==> src/sv/nll_pkg.sv <==
// Package: widths, constants and shared types for the ladder lowpass.
`timescale 1ns / 1ps
package nll_pkg;
  localparam int SampleBits = 24;
  localparam int FracBits = SampleBits - 4;
  localparam int CoefBits = 18;
  localparam int AmtBits = 17;
  localparam int DivBits = 2 * FracBits + 6;
  localparam logic [1:0] RegCutoff = 2'd0;
  localparam logic [1:0] RegDrive = 2'd1;
  localparam logic [1:0] RegReso = 2'd2;
  localparam logic ActFilter = 1'b0;
  localparam logic ActClear = 1'b1;
  typedef logic signed [SampleBits-1:0] sample_t;
endpackage

==> src/sv/nll_tanh.sv <==
// Rational tanh approximation with a bit-serial restoring divider.
`timescale 1ns / 1ps
module nll_tanh (
  input  logic clk,
  input  logic rst,
  input  logic start,
  input  logic signed [nll_pkg::SampleBits+1:0] x,
  output logic done,
  output nll_pkg::sample_t y
);
  localparam int F = nll_pkg::FracBits;
  localparam int W = nll_pkg::SampleBits;
  localparam int D = nll_pkg::DivBits;
  typedef enum logic [1:0] {S_IDLE, S_SQ, S_DIV, S_MUL} st_t;
  st_t st;
  logic neg;
  logic [W-2:0] a;
  logic [D-1:0] num;
  logic [D-1:0] den;
  logic [D:0] rem;
  logic [D-1:0] quo;
  logic [5:0] cnt;
  logic signed [W+1:0] xc;
  logic [2*W-2:0] sq;
  logic [F+4:0] a2;
  logic [D:0] trial;
  logic [W+F+4:0] prod;
  logic [W-2:0] ym;
  localparam logic signed [W+1:0] Lim = (W+2)'(4) <<< F;
  always_comb begin
    if (x > Lim) xc = Lim;
    else if (x < -Lim) xc = -Lim;
    else xc = x;
    sq = (2*W-1)'(a) * (2*W-1)'(a);
    a2 = sq[F+F+4:F];
    trial = {rem[D-1:0], num[D-1]};
    prod = (W+F+5)'(a) * (W+F+5)'(quo[F+4:0]);
    ym = prod[F+W-2:F];
  end
  always_ff @(posedge clk) begin
    if (rst) begin
      st <= S_IDLE;
      done <= 1'b0;
    end else begin
      done <= 1'b0;
      unique case (st)
        S_IDLE: begin
          if (start) begin
            neg <= xc[W+1];
            a <= (W-1)'(xc[W+1] ? -xc : xc);
            st <= S_SQ;
          end
        end
        S_SQ: begin
          num <= D'((D'(27) << F) + D'(a2)) << F;
          den <= (D'(27) << F) + D'(9) * D'(a2);
          rem <= '0;
          quo <= '0;
          cnt <= 6'(D - 1);
          st <= S_DIV;
        end
        S_DIV: begin
          num <= num << 1;
          if (trial >= {1'b0, den}) begin
            rem <= trial - {1'b0, den};
            quo <= {quo[D-2:0], 1'b1};
          end else begin
            rem <= trial;
            quo <= {quo[D-2:0], 1'b0};
          end
          if (cnt == '0) st <= S_MUL;
          else cnt <= cnt - 6'd1;
        end
        S_MUL: begin
          y <= neg ? -W'({1'b0, ym}) : W'({1'b0, ym});
          done <= 1'b1;
          st <= S_IDLE;
        end
        default: st <= S_IDLE;
      endcase
    end
  end
  a_done_from_mul: assert property (@(posedge clk) disable iff (rst)
    done |-> $past(st) == S_MUL) else $error("done without multiply");
  a_div_stays: assert property (@(posedge clk) disable iff (rst)
    (st == S_DIV && cnt != '0) |=> st == S_DIV) else $error("divider left early");
  a_mag_bound: assert property (@(posedge clk) disable iff (rst)
    st == S_SQ |-> a <= (W-1)'(Lim)) else $error("clamp failed");
endmodule

==> src/sv/nonlinear_ladder_lowpass.sv <==
// Top level: sequencer around a shared tanh unit and a shared multiplier.
//  channel | signals                      | direction
//  in      | valid ready action sample_in | into block
//  out     | out_valid out_ready sample_out| out of block
//  cfg     | cfg_we cfg_index cfg_data     | into block
// A sample runs six tanh passes through one 46-step bit-serial divider; a
// clear gives no item. Reset clears the stages, drive and resonance and
// sets the cutoff to its default. Ready is low while a sample is in work
// and while a result waits for out_ready.
`timescale 1ns / 1ps
module nonlinear_ladder_lowpass (
  input  logic clk,
  input  logic rst,
  input  logic valid,
  output logic ready,
  input  logic action,
  input  logic signed [nll_pkg::SampleBits-1:0] sample_in,
  output logic out_valid,
  input  logic out_ready,
  output logic signed [nll_pkg::SampleBits-1:0] sample_out,
  input  logic cfg_we,
  input  logic [1:0] cfg_index,
  input  logic [nll_pkg::CoefBits-1:0] cfg_data
);
  localparam int W = nll_pkg::SampleBits;
  localparam int PW = W + 2;
  typedef enum logic [2:0] {S_IDLE, S_DRV, S_TIN, S_TW, S_FB, S_POLE, S_OUT}
    st_t;
  st_t st;
  logic [nll_pkg::CoefBits-1:0] g;
  logic [nll_pkg::AmtBits-1:0] drive, reso;
  nll_pkg::sample_t stg [4];
  nll_pkg::sample_t xin;
  logic [2:0] idx;
  logic signed [W+1:0] targ;
  logic [nll_pkg::AmtBits-1:0] k;
  logic tstart;
  logic tdone;
  nll_pkg::sample_t ty;
  logic signed [PW-1:0] ma;
  logic signed [19:0] mb;
  logic signed [PW+19:0] mp;
  logic signed [PW+3:0] ms;
  logic signed [W+3:0] nv;
  nll_pkg::sample_t dsat;
  nll_pkg::sample_t nsat;
  logic [34:0] kp;
  localparam logic signed [W+1:0] SMax = (W+2)'((64'sd1 <<< (W-1)) - 1);
  localparam logic signed [W+1:0] SMin = -(W+2)'(64'sd1 <<< (W-1));
  assign mp = (PW+20)'(ma) * (PW+20)'(mb);
  assign kp = 35'(reso) * 35'(62259);
  assign k = kp[32:16];
  assign ready = (st == S_IDLE) && !out_valid;
  nll_tanh u_tanh (.clk(clk), .rst(rst), .start(tstart), .x(targ),
    .done(tdone), .y(ty));
  always_comb begin
    ma = '0;
    mb = '0;
    unique case (st)
      S_DRV: begin
        ma = PW'(xin);
        mb = 20'(18'h10000) + 20'({drive, 1'b0});
      end
      S_FB: begin
        ma = PW'(stg[3]);
        mb = 20'({1'b0, k});
      end
      S_POLE: begin
        ma = PW'(ty) - PW'(stg[idx[1:0]]);
        mb = 20'({1'b0, g});
      end
      default: ;
    endcase
    ms = (PW+4)'(mp >>> 16);
    nv = (W+4)'(stg[idx[1:0]]) + (W+4)'(ms);
    dsat = (ms > (PW+4)'(SMax)) ? W'(SMax) : (ms < (PW+4)'(SMin)) ? W'(SMin) : W'(ms);
    nsat = (nv > (W+4)'(SMax)) ? W'(SMax) : (nv < (W+4)'(SMin)) ? W'(SMin) : W'(nv);
    tstart = (st == S_TIN);
  end
  always_ff @(posedge clk) begin
    if (rst) begin
      st <= S_IDLE;
      out_valid <= 1'b0;
      g <= 18'd8408;
      drive <= '0;
      reso <= '0;
      for (int i = 0; i < 4; i++) stg[i] <= '0;
    end else begin
      if (cfg_we) begin
        unique case (cfg_index)
          nll_pkg::RegCutoff: g <= cfg_data;
          nll_pkg::RegDrive: drive <= cfg_data[nll_pkg::AmtBits-1:0];
          nll_pkg::RegReso: reso <= cfg_data[nll_pkg::AmtBits-1:0];
          default: ;
        endcase
      end
      if (out_valid && out_ready) out_valid <= 1'b0;
      unique case (st)
        S_IDLE: begin
          if (valid && ready) begin
            if (action == nll_pkg::ActClear) begin
              for (int i = 0; i < 4; i++) stg[i] <= '0;
            end else begin
              xin <= sample_in;
              idx <= 3'd4;
              st <= S_DRV;
            end
          end
        end
        S_DRV: begin
          targ <= (W+2)'(dsat);
          st <= S_TIN;
        end
        S_TIN: st <= S_TW;
        S_TW: begin
          if (tdone) begin
            if (idx == 3'd4) st <= S_FB;
            else if (idx == 3'd5) begin
              sample_out <= ty;
              st <= S_OUT;
            end else st <= S_POLE;
          end
        end
        S_FB: begin
          targ <= (W+2)'(ty) - (W+2)'(ms);
          idx <= 3'd0;
          st <= S_TIN;
        end
        S_POLE: begin
          stg[idx[1:0]] <= nsat;
          targ <= (W+2)'(nsat);
          idx <= (idx == 3'd3) ? 3'd5 : idx + 3'd1;
          st <= S_TIN;
        end
        S_OUT: begin
          out_valid <= 1'b1;
          st <= S_IDLE;
        end
        default: st <= S_IDLE;
      endcase
    end
  end
  a_no_accept_busy: assert property (@(posedge clk) disable iff (rst)
    (st != S_IDLE) |-> !ready) else $error("ready while busy");
  a_out_once: assert property (@(posedge clk) disable iff (rst)
    (st == S_OUT) |=> out_valid) else $error("result lost");
  a_idx_range: assert property (@(posedge clk) disable iff (rst)
    (st == S_POLE) |-> idx < 3'd4) else $error("bad stage index");
endmodule
==> config.mk <==
export PLATFORM = sky130hd
export DESIGN_NAME = nonlinear_ladder_lowpass
export DESIGN_NICKNAME = d
export VERILOG_FILES = /design/src/sv/nll_pkg.sv /design/src/sv/nll_tanh.sv /design/src/sv/nonlinear_ladder_lowpass.sv
export SDC_FILE = /design/constraint.sdc
export NUM_CORES = 2
export LEC_CHECK = 0
export ABC_AREA = 1
export BUFFER_PORTS_ARGS = -buffer_cell sky130_fd_sc_hd__buf_2
export CAP_MARGIN = 20
export CORE_MARGIN = 5
export CORE_UTILIZATION = 42
export DETAILED_ROUTE_END_ITERATION = 12
export PLACE_DENSITY = 0.54
export SLEW_MARGIN = 20
export SYNTH_ARGS = -nofsm -noshare
export SYNTH_HDL_FRONTEND = slang
export SYNTH_SLANG_ARGS = --single-unit
==> constraint.sdc <==
create_clock -name clk -period 18.95 [get_ports clk]
set_clock_uncertainty 0.15 [all_clocks]
set_input_delay 0.9475 -clock clk [delete_from_list [all_inputs] [get_ports clk]]
set_output_delay 0.9475 -clock clk [all_outputs]
set_load 0.02 [all_outputs]
==> flow_summary.yaml <==
logic_synthesis:
  synth_area_um2: 81860
  synth_nets: 12273
  synth.largest_area_cell: "fa_1"
  synthTopCellsByArea: "fa_1 36%, edfxtp_1 13%, inv_1 12%"
  ys_types: 62
  synth_top_area_frac: 0.3566
  synth_commonest_cells: "2696 x inv_1, 2113 x nand2_1, 1458 x fa_1"
  synthCells: 10018
  syn_avg_cell_area_um2: 8.171
  synth-edff-count: 353
  ys_ff_latch: 414
  ys_async_sr_fraction: 0
  ys.flop_type: "edfxtp_1"
  ys_seq_area_frac: 0.1444
  synthMostInstantiatedCell: "inv_1"
  yosysWarnings: 0
grt:
  track_usage: 0.2425
  grt_overflow: 0
  first_global_vias: 67534
  grt_pass1_wl_mm: 387.4
  grt_max_degree: 95
  antenna_found_initial: 1
clock_network:
  worstSkewPairLatency_ns: 0.70
  cts-root-buf: "clkbuf_16"
  cts_tree: "built"
  cts_setup_buffers: 0
  cts_resized: 0
  htree_num_levels: 2
  cts_made_buffers: 53
  cts.path.max_buffers: 3
  clk_pin_slew_ns: 0.06
  cts.sinks: 414
  ctsHoldBuffers: 0
detailed_routing:
  viasPerCell: 5.038
  wl_per_cell_um: 19.42
  drc: 0
  drtAntennaViolNets: 0
  dr.pass1.iters: 5
  num_vias: 63138
  wl_mm: 243.3
  drt_iter0_markers: 3665
status:
  status: "finished clean"
timing:
  finalSetupTns_ns: 0
  finalSetupViolCount: 0
  slew_viol_final: 0
  tightest_slew_ns: 1.186
  max_slew_margin: 0.2077
  grt_setup_unrepaired: "no"
  post-route-min-period_ns: 16.07
  fin_crit_sh: 0.8479
  finalHoldViolations: 0
  fmax_ghz: 0.06224
floorplan:
  die_area_um2: 203800
  top_level_ports: 76
  die_width_um: 451.5
  die_y_um: 451.5
  coreArea_um2: 194400
  core.rowCount: 162
  start_util: 0.4211
worst_setup_path:
  r2r_slack_ns: 2.88
  required_ns: 19.19
  start_kind: "register"
  worst_ep_arrival_time_ns: 16.31
  reg2reg_to: "targ[12]"
  regToRegStartpoint: "reso[12]"
  crit_path_start: "reso[12]"
  cp_top_family: "adder cells"
  ff2ff_path_depth: 59
  cp_common_cell: "fa_1"
  crit_type: "register to register"
  max_stage_delay_ns: 0.76
  worstPathMaxFanout: 23
  worst-path-buf-inv: 10
  crit_path_top_delay_cell: "xor2_1"
  cp.depth: 59
  endpoint: "targ[12]"
  endpoint_kind: "register"
placement:
  gp_congestion: 0.9354
  hpwl_mm: 194.8
  portBuffers: 75
  placed_area_um2: 85090
final_layout:
  nets: 12204
  syn_to_final_growth_pct: 6.086
  stdcell_area_um2: 86840
  drive_gt1_frac: 0.03764
run:
  max_cap_viol_count: 0
hold_path:
  holdCritPathClass: "input port to register"
kinds of logic after synthesis:
logic type | after synthesis | share of synthesized area
and+or+nand+nor | 3112 | 0.1499
adders and majority gates | 2205 | 0.4708
xor gates and xnor gates | 230 | 0.02461
DFF | 414 | 0.1444
AOI/OAI and AO/OA | 1005 | 0.06959
buffers and inverters | 3052 | 0.1408
metrics by stage:
| stage | std cells | hold slack (ns) | utilization | worst slack, ns |
|---|---|---|---|---|
| 2_1_floorplan | 10018 | 0.2764 | - | 5.657 |
| 3_3_place_gp | 12435 | 0.3073 | 0.4377 | 2.877 |
| 3_5_place_dp | 12435 | 0.3115 | 0.4377 | 2.951 |
| 4_1_cts | 12530 | 0.2485 | 0.4466 | 2.879 |
| 5_1_grt | 12532 | 0.2635 | 0.4467 | 1.765 |
| 6_report | 12532 | 0.2903 | 0.4467 | 2.883 |
worst min path at each step:
stage,from,to,slack [ns],cells past startpoint
global placement,g[7],g[7],0.31,2
detailed placement,g[4],g[4],0.31,2
CTS,sample_in[14],xin[14],0.25,1
floorplan,u_tanh.y[0],sample_out[0],0.28,0
finish,sample_in[14],xin[14],0.29,1
global route,sample_in[14],xin[14],0.26,1
state kept, by name, summed over array words and instances, names as in the netlist, 23 cells and up, named ones only:
signal and flops:
targ 26, u_tanh.rem 46, u_tanh.num 26, stg 96
xin 24, u_tanh.den 29, u_tanh.quo 25, u_tanh.y 24
sample_out 24, u_tanh.a 23
cell usage in the layout, fill, tap and decap left out, drive strengths merged, types with 23 or more instances in the layout:
cell / count
nand3: 155
buf: 189
ha: 747
clkbuf: 62
dfxtp: 61
fa: 1458
xor2: 134
o21ai: 280
a31oi: 44
edfxtp: 353
inv: 2739
a32oi: 23
nand4: 38
a21oi: 487
nor3: 50
nor2: 689
o21a: 30
nand2: 2125
clkinv: 27
xnor2: 96
area by class of cell:
type / instances / area [um^2]
antenna: 1 / 2.502
fill: 19452 / 107500
multi-input combinational: 6552 / 58590
tap: 2542 / 3181
clock buffer: 62 / 1411
sequential: 414 / 11820
inverter: 2739 / 10280
timing repair buffer: 189 / 1251
clock inverter: 33 / 304.0
per-layer routing:
metal | vias to the layer above | part of all wire | global-route usage
li1 | 29688 | - | -
met4 | 0 | 0.040 | 0.08260
met5 | - | 0 | 0
met3 | 284 | 0.041 | 0.02217
met1 | 31761 | 0.43 | 0.3152
met2 | 1405 | 0.49 | 0.4261
Power is left out: the tool's default activity adds up to more than one toggle a clock period on the data nets, which glitch-free logic cannot reach.
